File: src/rtl/core/sts_pkg.sv
`timescale 1ns / 1ps
`default_nettype none
// ----------------------------------------------------------------------------
// sts_pkg: shared types and codes for the script token scanner
// Result record layout, result kind codes and scanner mode codes.
// ----------------------------------------------------------------------------
package sts_pkg;

  // result kinds
  localparam logic [1:0] KIND_BYTE = 2'd0;
  localparam logic [1:0] KIND_END  = 2'd1;
  localparam logic [1:0] KIND_EOD  = 2'd2;

  // scanner modes
  localparam logic [2:0] MODE_IDLE    = 3'd0;
  localparam logic [2:0] MODE_SLASH   = 3'd1;
  localparam logic [2:0] MODE_COMMENT = 3'd2;
  localparam logic [2:0] MODE_QUOTE   = 3'd3;
  localparam logic [2:0] MODE_WORD    = 3'd4;

  // character codes
  localparam logic [7:0] CH_NUL   = 8'h00;
  localparam logic [7:0] CH_SPACE = 8'h20;
  localparam logic [7:0] CH_SLASH = 8'h2f;
  localparam logic [7:0] CH_NL    = 8'h0a;
  localparam logic [7:0] CH_QUOTE = 8'h22;

  // one result record
  typedef struct packed {
    logic [1:0] kind;
    logic [7:0] token_char;
    logic [7:0] token_length;
    logic       was_quoted;
    logic       discarded;
    logic       last_of_run;
  } result_t;

endpackage
`default_nettype wire

File: src/rtl/core/script_token_scanner.sv
`timescale 1ns / 1ps
`default_nettype none
// ----------------------------------------------------------------------------
// script_token_scanner: byte-serial tokeniser for script text
// Skips whitespace and line comments, emits token bytes and token-end records.
// ----------------------------------------------------------------------------
// One text byte is taken per transfer. Each byte is decoded in the cycle it is
// taken and its results (zero to three records) are loaded into a three-entry
// result register, which drains one record per cycle to the output while
// out_stall is low. Bytes causing at most one record each stream at one per
// cycle while the output does not stall; a byte causing more records holds
// back later bytes until the single output port has taken them. A new byte is
// taken when the register holds only the record leaving in the same cycle.
// A zero byte ends the string: open tokens are closed, an end-of-data record
// follows and the scanner is ready for the next string.
module script_token_scanner #(
  parameter int TOKEN_MAX = 128
) (
  input  wire        clk,
  input  wire        rst_n,
  input  wire        in_valid,
  output logic       in_stall,
  input  wire  [7:0] in_char_code,
  output logic       out_valid,
  input  wire        out_stall,
  output logic [1:0] out_kind,
  output logic [7:0] out_token_char,
  output logic [7:0] out_token_length,
  output logic       out_was_quoted,
  output logic       out_discarded,
  output logic       out_last_of_run
);

  localparam int CW = $clog2(TOKEN_MAX + 1);
  localparam logic [CW-1:0] CNT_MAX = CW'(TOKEN_MAX);
  localparam logic [CW-1:0] CNT_ONE = CW'(1);

  logic [2:0]      mode_r, mode_nxt;
  logic [CW-1:0]   count_r, count_nxt;
  logic [1:0]      fill_r, fill_nxt;
  sts_pkg::result_t res_r   [3];
  sts_pkg::result_t res_nxt [3];
  sts_pkg::result_t dec     [3];
  logic [1:0]      dec_n;
  logic            in_xfer, out_xfer;

  assign out_valid = (fill_r != 2'd0);
  assign out_xfer  = out_valid && !out_stall;
  assign in_stall  = !((fill_r == 2'd0) || ((fill_r == 2'd1) && !out_stall));
  assign in_xfer   = in_valid && !in_stall;

  assign out_kind         = res_r[0].kind;
  assign out_token_char   = res_r[0].token_char;
  assign out_token_length = res_r[0].token_length;
  assign out_was_quoted   = res_r[0].was_quoted;
  assign out_discarded    = res_r[0].discarded;
  assign out_last_of_run  = res_r[0].last_of_run;

  // decode one byte into records and the next scanner state
  always_comb begin
    logic [7:0]      c;
    logic [CW+7:0]   len_ext;
    logic            full;
    c         = in_char_code;
    mode_nxt  = mode_r;
    count_nxt = count_r;
    dec_n     = 2'd0;
    len_ext   = '0;
    full      = 1'b0;
    for (int i = 0; i < 3; i++) begin
      dec[i] = '0;
    end

    case (mode_r)
      sts_pkg::MODE_SLASH: begin
        if (c == sts_pkg::CH_SLASH) begin
          mode_nxt = sts_pkg::MODE_COMMENT;
        end else begin
          // emit the held slash as the first word byte
          mode_nxt  = sts_pkg::MODE_WORD;
          count_nxt = CNT_ONE;
          dec[0].kind       = sts_pkg::KIND_BYTE;
          dec[0].token_char = sts_pkg::CH_SLASH;
          dec_n = 2'd1;
          if (c > sts_pkg::CH_SPACE) begin
            if (CNT_ONE < CNT_MAX) begin
              count_nxt = CW'(2);
              dec[1].kind       = sts_pkg::KIND_BYTE;
              dec[1].token_char = c;
              dec_n = 2'd2;
            end
          end else begin
            full    = (CNT_ONE == CNT_MAX);
            len_ext = {8'd0, CNT_ONE};
            dec[1].kind         = sts_pkg::KIND_END;
            dec[1].token_length = full ? 8'd0 : len_ext[7:0];
            dec[1].discarded    = full;
            dec_n     = 2'd2;
            count_nxt = '0;
            mode_nxt  = sts_pkg::MODE_IDLE;
            if (c == sts_pkg::CH_NUL) begin
              dec[2].kind = sts_pkg::KIND_EOD;
              dec_n = 2'd3;
            end
          end
        end
      end
      sts_pkg::MODE_COMMENT: begin
        if (c == sts_pkg::CH_NUL) begin
          dec[0].kind = sts_pkg::KIND_EOD;
          dec_n    = 2'd1;
          mode_nxt = sts_pkg::MODE_IDLE;
        end else if (c == sts_pkg::CH_NL) begin
          mode_nxt = sts_pkg::MODE_IDLE;
        end
      end
      sts_pkg::MODE_QUOTE: begin
        if (c == sts_pkg::CH_QUOTE || c == sts_pkg::CH_NUL) begin
          len_ext = {8'd0, count_r};
          dec[0].kind         = sts_pkg::KIND_END;
          dec[0].token_length = len_ext[7:0];
          dec[0].was_quoted   = 1'b1;
          dec_n = 2'd1;
          if (c == sts_pkg::CH_NUL) begin
            dec[1].kind = sts_pkg::KIND_EOD;
            dec_n = 2'd2;
          end
          count_nxt = '0;
          mode_nxt  = sts_pkg::MODE_IDLE;
        end else if (count_r < CNT_MAX) begin
          count_nxt = count_r + CNT_ONE;
          dec[0].kind       = sts_pkg::KIND_BYTE;
          dec[0].token_char = c;
          dec_n = 2'd1;
        end
      end
      sts_pkg::MODE_WORD: begin
        if (c > sts_pkg::CH_SPACE) begin
          // drop bytes past the limit
          if (count_r < CNT_MAX) begin
            count_nxt = count_r + CNT_ONE;
            dec[0].kind       = sts_pkg::KIND_BYTE;
            dec[0].token_char = c;
            dec_n = 2'd1;
          end
        end else begin
          full    = (count_r == CNT_MAX);
          len_ext = {8'd0, count_r};
          dec[0].kind         = sts_pkg::KIND_END;
          dec[0].token_length = full ? 8'd0 : len_ext[7:0];
          dec[0].discarded    = full;
          dec_n     = 2'd1;
          count_nxt = '0;
          mode_nxt  = sts_pkg::MODE_IDLE;
          if (c == sts_pkg::CH_NUL) begin
            dec[1].kind = sts_pkg::KIND_EOD;
            dec_n = 2'd2;
          end
        end
      end
      default: begin
        // between tokens, and unused mode codes
        mode_nxt  = sts_pkg::MODE_IDLE;
        count_nxt = '0;
        if (c == sts_pkg::CH_NUL) begin
          dec[0].kind = sts_pkg::KIND_EOD;
          dec_n = 2'd1;
        end else if (c <= sts_pkg::CH_SPACE) begin
          mode_nxt = sts_pkg::MODE_IDLE;
        end else if (c == sts_pkg::CH_SLASH) begin
          mode_nxt = sts_pkg::MODE_SLASH;
        end else if (c == sts_pkg::CH_QUOTE) begin
          mode_nxt = sts_pkg::MODE_QUOTE;
        end else begin
          mode_nxt  = sts_pkg::MODE_WORD;
          count_nxt = CNT_ONE;
          dec[0].kind       = sts_pkg::KIND_BYTE;
          dec[0].token_char = c;
          dec_n = 2'd1;
        end
      end
    endcase

    // mark the final record of this byte
    case (dec_n)
      2'd1:    dec[0].last_of_run = 1'b1;
      2'd2:    dec[1].last_of_run = 1'b1;
      2'd3:    dec[2].last_of_run = 1'b1;
      default: dec[0].last_of_run = 1'b0;
    endcase
  end

  // advance the result register: drain one record, load a decoded byte
  always_comb begin
    fill_nxt   = fill_r;
    res_nxt[0] = res_r[0];
    res_nxt[1] = res_r[1];
    res_nxt[2] = res_r[2];
    if (out_xfer) begin
      res_nxt[0] = res_r[1];
      res_nxt[1] = res_r[2];
      fill_nxt   = fill_r - 2'd1;
    end
    if (in_xfer) begin
      res_nxt[0] = dec[0];
      res_nxt[1] = dec[1];
      res_nxt[2] = dec[2];
      fill_nxt   = dec_n;
    end
  end

  // control state
  always_ff @(posedge clk) begin
    if (!rst_n) begin
      mode_r  <= sts_pkg::MODE_IDLE;
      count_r <= '0;
      fill_r  <= 2'd0;
    end else begin
      fill_r <= fill_nxt;
      if (in_xfer) begin
        mode_r  <= mode_nxt;
        count_r <= count_nxt;
      end
    end
  end

  // hold result payload
  always_ff @(posedge clk) begin
    res_r[0] <= res_nxt[0];
    res_r[1] <= res_nxt[1];
    res_r[2] <= res_nxt[2];
  end

  // a zero byte always returns the scanner to between tokens
  a_nul_idle: assert property (@(posedge clk) disable iff (!rst_n)
    in_xfer && (in_char_code == sts_pkg::CH_NUL) |=> (mode_r == sts_pkg::MODE_IDLE))
    else $error("scanner not idle after end of string");

  // no stored length outside a token
  a_count_clear: assert property (@(posedge clk) disable iff (!rst_n)
    (mode_r == sts_pkg::MODE_IDLE || mode_r == sts_pkg::MODE_SLASH ||
     mode_r == sts_pkg::MODE_COMMENT) |-> (count_r == '0))
    else $error("token count left set outside a token");

  // stored length saturates at the limit
  a_count_max: assert property (@(posedge clk) disable iff (!rst_n)
    count_r <= CNT_MAX)
    else $error("token count beyond limit");

  // end of data is always the final record of its byte
  a_eod_last: assert property (@(posedge clk) disable iff (!rst_n)
    out_valid && (out_kind == sts_pkg::KIND_EOD) |-> out_last_of_run)
    else $error("end of data not marked last");

endmodule
`default_nettype wire

File: config.mk
export PLATFORM = sky130hd
export DESIGN_NAME = script_token_scanner
export DESIGN_NICKNAME = d
export VERILOG_FILES = /design/src/rtl/core/sts_pkg.sv /design/src/rtl/core/script_token_scanner.sv
export SDC_FILE = /design/constraint.sdc
export NUM_CORES = 1
export LEC_CHECK = 0
export ABC_CLOCK_PERIOD_IN_PS = 3900
export BUFFER_PORTS_ARGS = -buffer_cell sky130_fd_sc_hd__buf_2
export CAP_MARGIN = 20
export CORE_MARGIN = 2
export CORE_UTILIZATION = 52
export DETAILED_ROUTE_END_ITERATION = 16
export GPL_TIMING_DRIVEN = 0
export PLACE_DENSITY_LB_ADDON = 0.2
export REMOVE_ABC_BUFFERS = 1
export SYNTH_ARGS = -nofsm -noshare
export SYNTH_HDL_FRONTEND = slang
export SYNTH_SLANG_ARGS = --single-unit
File: constraint.sdc
create_clock -name clk -period 3.9 [get_ports clk]
set_input_delay 0.78 -clock clk [delete_from_list [all_inputs] [get_ports clk]]
set_output_delay 0.78 -clock clk [all_outputs]
set_load 0.01 [all_outputs]
==> results of run 1 <==
-- worst paths after layout --
kind	to	slack, ns	depth (start not counted)
min reg2reg	fill_r[1]	0.48	2
max	res_r[0][12]	1.45	6
min	fill_r[1]	0.48	2
max reg2reg	count_r[3]	1.55	7
-- power by group --
group | internal, mW | switching, mW | leakage, nW
combinational | 0.320 | 0.492 | 0.627
clock | 0.124 | 0.172 | 0.0378
sequential | 0.803 | 0.0600 | 0.458
-- registers in the layout (all words and copies together), names as in the netlist --
signal,flops
res_r,35
count_r,8
mode_r,3
fill_r,2
-- critical path: cells and delay by family --
kind | cells | cell delay, ns
AOI/OAI and AO/OA | 3 | 0.71
buffers and inverters | 1 | 0.15
and+or+nand+nor | 2 | 0.87
-- layout by cell type (no fill, tap or decap), types with 4 or more instances in the layout --
| master | synthesis | final |
|---|---|---|
| a21oi_1 | 8 | 8 |
| and3_1 | 7 | 7 |
| o21ai_0 | 7 | 5 |
| mux2i_1 | 5 | 5 |
| and2_1 | 12 | 12 |
| nand4_1 | 9 | 9 |
| ha_1 | 4 | 4 |
| nor2_1 | 19 | 19 |
| o22ai_1 | 5 | 5 |
| inv_1 | 7 | 7 |
| nand2_1 | 30 | 30 |
| nor4_1 | 6 | 6 |
| nor3_1 | 5 | 5 |
| dfxtp_1 | 13 | 13 |
| clkbuf_8 | 0 | 5 |
| buf_2 | 4 | 34 |
| o31ai_1 | 6 | 6 |
| edfxtp_1 | 35 | 35 |
| nand3_1 | 12 | 12 |
-- per-layer routing --
| layer | routed length [um] | track usage (%) | up-vias |
|---|---|---|---|
| met1 | 2680 | 27.9 | 978 |
| met2 | 2630 | 31.8 | 50 |
| met4 | 80 | 6.36 | 0 |
| met3 | 207 | 3.53 | 10 |
| li1 | - | - | 1030 |
| met5 | 0 | 0 | - |
-- synthesized netlist by cell type, types with 3 or more instances --
cell / n
mux2i_1: 5
edfxtp_1: 35
xnor2_1: 3
o22ai_1: 5
o21ai_0: 7
and3_1: 7
nor3_1: 5
dfxtp_1: 13
o21a_1: 3
o31ai_1: 6
nand4_1: 9
nor4_1: 6
a21oi_1: 8
nand3_1: 12
nor2_1: 19
nand2_1: 30
a311o_1: 3
clkbuf_1: 7
buf_4: 19
inv_1: 7
buf_2: 4
ha_1: 4
nor2b_1: 3
and2_1: 12
-- logic make-up (layout without fill, tap and decap cells) --
logic type / Yosys count / in the layout
DFF: 48 / 48
AOI/OAI and AO/OA: 52 / 52
buffers and inverters: 39 / 51
adders and majority gates: 4 / 4
and+or+nand+nor: 121 / 121
muxes: 7 / 7
xor gates and xnor gates: 4 / 4
-- per-stage QoR --
step,instance area (um^2),power [mW],setup TNS (ns),util (%),hold slack (ns)
after floorplan,2560,1.37,-0.425,-,0.446
after global placement,2820,1.61,-68.20,55.2,0.458
after detailed placement,2890,1.69,0,56.6,0.473
after CTS,2980,1.98,0,58.3,0.485
after global routing,2980,2.10,0,58.3,0.520
final,2980,1.97,0,58.3,0.478
-- cell type report --
class,instances,area (um^2),area share (%)
tap,70,87.6,2.94
sequential,48,1310,44.1
inverter,7,26.3,0.883
timing repair buffer,36,225,7.57
multi-input combinational,188,1240,41.6
clock inverter,3,18.8,0.631
clock buffer,5,68.8,2.31
==> impl_metrics.env, run 1 <==
export IMPL_place_inst=349
export IMPL_setup_viol=0
export IMPL_clk_path_buf_depth=2
export IMPL_leakage_nw=1.12
export IMPL_yosysTopAreaCellShare_pct=38.0
export IMPL_timing_rr_start="fill_r[0]"
export IMPL_crit_fanout=7
export IMPL_worstSetupEndpointType="register"
export IMPL_synthSimpleGateAreaFrac_pct=24.6
export IMPL_synth_area_leaders="edfxtp_1 38%, dfxtp_1 9.4%, buf_4 5.2%, nand2_1 4.1%, and2_1 2.7%"
export IMPL_cap_violations=0
export IMPL_ant_nets=0
export IMPL_io_pins=35
export IMPL_yosys_warnings=0
export IMPL_cts_num_sinks=48
export IMPL_dieHeight_um=76.9
export IMPL_peakVddDrop_v=0.000353
export IMPL_drive_gt1_share_pct=20.2
export IMPL_rsz0062_at_grt="false"
export IMPL_core_mm2=0.00511
export IMPL_drv_slew=0
export IMPL_grt_pass1_wl_mm=9.40
export IMPL_hold_buffers=0
export IMPL_ys_seq_area_share_pct=47.4
export IMPL_clock_latency_ns=0.30
export IMPL_syn_inst=275
export IMPL_grt_start_max_net_pins=25
export IMPL_max_freq_mhz=408
export IMPL_netlist_area_mm2=0.00277
export IMPL_dp_hpwl_mm=3.95
export IMPL_path_cells="buf_2 > nor4b_4 > a211oi_2 > nor2_1 > o22ai_1 > a311o_1"
export IMPL_vias=2068
export IMPL_post_cts_resized=0
export IMPL_cp_start_kind="input port"
export IMPL_synth_top_family_by_area="simple AND/OR/NAND/NOR gates"
export IMPL_crit_start="in_char_code[4]"
export IMPL_cts_setup_buffers=0
export IMPL_drc=0
export IMPL_slowest_stage="nor4b_4"
export IMPL_yosys_most_used_dff="edfxtp_1"
export IMPL_fin_skew_ns=0.00385
export IMPL_synthMuxAreaShare_pct=2.62
export IMPL_initialDrtViolationCount=160
export IMPL_wl_mm=5.60
export IMPL_cts_buffers=5
export IMPL_synth_edf_count=35
export IMPL_antenna_found_initial=0
export IMPL_cts_max_level=2
export IMPL_initial_core_util_pct=54.2
export IMPL_synth_compound_area_share_pct=13.9
export IMPL_synth_xor_area_share_pct=1.27
export IMPL_synth_fa_ha_area_share_pct=1.81
export IMPL_io_buffers=34
export IMPL_fin_cells=357
export IMPL_cts_clk_slew_worst_paths_ns=0.09
export IMPL_dr_pass1_iters=4
export IMPL_relSlewSlack_pct=36.8
export IMPL_post_drt_wl_per_cell_um=15.7
export IMPL_grt_overflow=0
export IMPL_pre_cts_slack_ns=1.17
export IMPL_synth_seq_cells=48
export IMPL_viasPerCell=5.79
export IMPL_final_hold_viol_count=0
export IMPL_cp_required_ns=3.96
export IMPL_nets=302
export IMPL_die_area_mm2=0.00592
export IMPL_syn2layout_area_growth_pct=7.60
export IMPL_cp_arrival_ns=2.51
export IMPL_status="finished clean"
export IMPL_fillers=442
export IMPL_rows=26
export IMPL_gp_congestion=0.845
export IMPL_die_x_um=76.9
export IMPL_p_per_area_mw_per_mm2=662
export IMPL_worst_pin_slew_ns=0.941
export IMPL_grt_usage_pct=20.0
export IMPL_yosys_area_top_type="edfxtp_1"
export IMPL_cts_tree="done"
export IMPL_critPathKind="in2reg"
export IMPL_fin_ws_ns=1.45
export IMPL_synth_cell_types=58
export IMPL_avgSynthCellArea_um2=10.1
export IMPL_critical_path_max_stage_delay_ns=0.49
export IMPL_worstHoldStart="fill_r[1]"
export IMPL_min_delay_path_class="reg2reg"
export IMPL_fin_crit_sh_pct=62.8
export IMPL_ys_async_sr_fraction_pct=0
export IMPL_grt_pass1_vias=1943
export IMPL_cts_root_buf="clkbuf_8"
export IMPL_antennaDiodeCount=0
export IMPL_post_route_min_period_ns=2.45
(Power assumes the default switching activity.)
==> run 2: changes to the inputs <==
--- a/config.mk
+++ b/config.mk
@@ -5,7 +5,8 @@
 export SDC_FILE = /design/constraint.sdc
 export NUM_CORES = 1
 export LEC_CHECK = 0
-export ABC_CLOCK_PERIOD_IN_PS = 3900
+export ABC_AREA = 1
+export ABC_CLOCK_PERIOD_IN_PS = 2000
 export BUFFER_PORTS_ARGS = -buffer_cell sky130_fd_sc_hd__buf_2
 export CAP_MARGIN = 20
 export CORE_MARGIN = 2
==> constraint.sdc (replaced) <==
create_clock -name clk -period 2 [get_ports clk]
set_input_delay 0.4 -clock clk [delete_from_list [all_inputs] [get_ports clk]]
set_output_delay 0.4 -clock clk [all_outputs]
set_load 0.01 [all_outputs]
==> run 2 against run 1 <==
Against the previous run: core utilization increased by 1.4 points; critical endpoint is now count_r[3]; largest power group is now combinational logic; first-iteration DRC count increased by 41%; critical path type is now reg2reg; routed wire length increased by 1.8%.
==> impl_metrics.env, run 2 <==
export IMPL_post_drt_wl_per_cell_um=13.2
export IMPL_fin_crit_sh_pct=90.4
export IMPL_cap_violations=0
export IMPL_relSlewSlack_pct=57.4
export IMPL_status="finished clean"
export IMPL_cts_max_level=2
export IMPL_yosys_cell_count_top_type="nand2_1"
export IMPL_largest_reg_flops=35
export IMPL_p_comb_share_pct=43.8
export IMPL_yosys_most_used_dff="edfxtp_1"
export IMPL_p_clk_share_pct=15.4
export IMPL_synth_cell_types=32
export IMPL_viasPerCell=5.22
export IMPL_hold_depth=3
export IMPL_rsz0062_at_grt="false"
export IMPL_clock_latency_ns=0.30
export IMPL_reg_largest_list="res_r: 35 flops, count_r: 8 flops, mode_r: 3 flops"
export IMPL_worst_pin_slew_ns=0.639
export IMPL_fin_skew_ns=0.00614
export IMPL_die_x_um=76.7
export IMPL_synth_edf_count=35
export IMPL_clk_path_buf_depth=2
export IMPL_cts_clk_slew_worst_paths_ns=0.08
export IMPL_grt_pass1_vias=2146
export IMPL_worstHoldStart="rst_n"
export IMPL_cts_root_buf="clkbuf_8"
export IMPL_rr_endpoint="count_r[3]"
export IMPL_peakVddDrop_v=0.000722
export IMPL_dp_hpwl_mm=3.95
export IMPL_ant_nets=0
export IMPL_synth_area_leaders="edfxtp_1 38%, nand2_1 10%, dfxtp_1 9.5%, nor2_1 6.3%, buf_4 4.9%"
export IMPL_netlist_area_mm2=0.00275
export IMPL_cp_required_ns=2.19
export IMPL_synth_seq_cells=48
export IMPL_hold_ws_ns=0.416
export IMPL_mostFrequentLayoutCells="75 x nand2_1, 46 x nor2_1, 35 x edfxtp_1"
export IMPL_syn2layout_area_growth_pct=10.8
export IMPL_min_delay_path_class="in2reg"
export IMPL_drive_gt1_share_pct=22.1
export IMPL_final_hold_viol_count=0
export IMPL_gp_congestion=0.832
export IMPL_yosysTopAreaCellShare_pct=38.2
export IMPL_nets=377
export IMPL_yosys_area_top_type="edfxtp_1"
export IMPL_rrSetupSlack_ns=0.19
export IMPL_wl_mm=5.69
export IMPL_vias=2254
export IMPL_max_freq_mhz=553
export IMPL_cp_start_kind="register"
export IMPL_final_common_cell="nand2_1"
export IMPL_dieHeight_um=76.7
export IMPL_grt_usage_pct=21.1
export IMPL_dr_pass1_iters=4
export IMPL_io_buffers=34
export IMPL_multi_input_area_mm2=0.00117
export IMPL_p_int_mw=2.52
export IMPL_cts_num_sinks=48
export IMPL_worstSetupEndpointType="register"
export IMPL_post_route_min_period_ns=1.81
export IMPL_timing_rr_start="fill_r[0]"
export IMPL_synth_commonest_cells="76 x nand2_1, 46 x nor2_1, 35 x edfxtp_1"
export IMPL_yosys_warnings=0
export IMPL_p_switching_mw=1.59
export IMPL_antennaDiodeCount=0
export IMPL_leakage_nw=1.30
export IMPL_p_per_area_mw_per_mm2=1350
export IMPL_rows=26
export IMPL_seq_power_share_pct=40.8
export IMPL_fillers=474
export IMPL_drc=0
export IMPL_fin_tns_setup_ns=0
export IMPL_r2r_cells=11
export IMPL_avgSynthCellArea_um2=8.14
export IMPL_cts_tree="done"
export IMPL_initialDrtViolationCount=226
export IMPL_cp_arrival_ns=2.00
export IMPL_grt_start_max_net_pins=24
export IMPL_crit_fanout=8
export IMPL_syn_inst=338
export IMPL_largest_register="res_r"
export IMPL_cts_buffers=5
export IMPL_register_area_mm2=0.00131
export IMPL_ys_seq_area_share_pct=47.7
export IMPL_io_pins=35
export IMPL_critPathKind="reg2reg"
export IMPL_whs_endpoint="mode_r[1]"
export IMPL_ys_async_sr_fraction_pct=0
export IMPL_antenna_found_initial=0
export IMPL_grt_overflow=0
export IMPL_switching_share_pct=38.7
export IMPL_setup_viol=0
export IMPL_grt_pass1_wl_mm=10.1
export IMPL_drv_slew=0
export IMPL_initial_core_util_pct=53.9
export IMPL_die_area_mm2=0.00589
export IMPL_core_mm2=0.00511
run 2: area by class of cell:
type | count | area share, %
sequential | 48 | 43.0
multi-input combinational | 231 | 38.3
timing repair buffer | 38 | 7.64
inverter | 37 | 4.80
clock buffer | 8 | 3.33
tap | 70 | 2.87
run 2: cell families (layout without fill, tap and decap cells):
family,count (synthesis),count (layout),share of synthesized area (%)
fa+ha+maj,4,4,1.82
compound gates,39,40,7.96
simple gates,184,184,30.8
xor+xnor,3,3,0.955
flops,48,48,47.7
buf+inv,60,83,10.8
run 2: power groups by stage:
stage          Combinational (mW)  Clock (mW)  Sequential (mW)
6_report                     1.80       0.634             1.68
2_1_floorplan               0.953           0             1.82
3_3_place_gp                 1.51           0             1.71
4_1_cts                      1.78       0.652             1.68
5_1_grt                      2.01       0.694             1.72
3_5_place_dp                 1.63           0             1.71
run 2: repair_timing:
| action | CTS | global route |
|---|---|---|
| pin swaps | 1 | 1 |
| setup buffers | 1 | 2 |
| hold buffers | 0 | 0 |
| cloned | 1 | 0 |
| gates resized for setup | 5 | 1 |
| setup endpoints to repair | 43 | 18 |
run 2: worst max-delay path by stage:
stage | start | to | slack, ns
2_1_floorplan | fill_r[0] | mode_r[2] | 0.008
3_3_place_gp | fill_r[0] | res_r[0][33] | -0.53
3_5_place_dp | fill_r[0] | res_r[0][37] | -0.54
4_1_cts | fill_r[0] | count_r[3] | 0.06
5_1_grt | fill_r[0] | count_r[3] | 0.04
6_report | fill_r[0] | count_r[3] | 0.19
run 2: through the flow:
step | area [um^2] | worst slack [ns] | cells | total power [mW] | util (%)
floorplan | 2590 | 0.00843 | 315 | 2.77 | -
global placement | 2850 | -0.527 | 419 | 3.22 | 55.9
detailed placement | 2880 | -0.539 | 420 | 3.33 | 56.4
CTS | 3030 | 0.0609 | 430 | 4.11 | 59.3
global route | 3050 | 0.0367 | 432 | 4.42 | 59.7
finish | 3050 | 0.191 | 432 | 4.11 | 59.7
run 2: critical path, cell delays in order, from the launching register on:
cell      delay [ns]
dfxtp_1         0.33
inv_1           0.08
ha_2            0.25
inv_2           0.07
nand2_2         0.13
o211ai_4        0.18
nor2_2          0.16
nand2_4         0.10
inv_4           0.10
nand3_1         0.08
xor2_1          0.17
nor2_1          0.05
run 2: routing by layer:
| metal | vias up | routed length (um) | track usage, % |
|---|---|---|---|
| met4 | 0 | 87 | 7.82 |
| met2 | 82 | 2560 | 32.2 |
| li1 | 1152 | - | - |
| met1 | 1012 | 2620 | 29.6 |
| met3 | 8 | 425 | 4.47 |
| met5 | - | 0 | 0 |
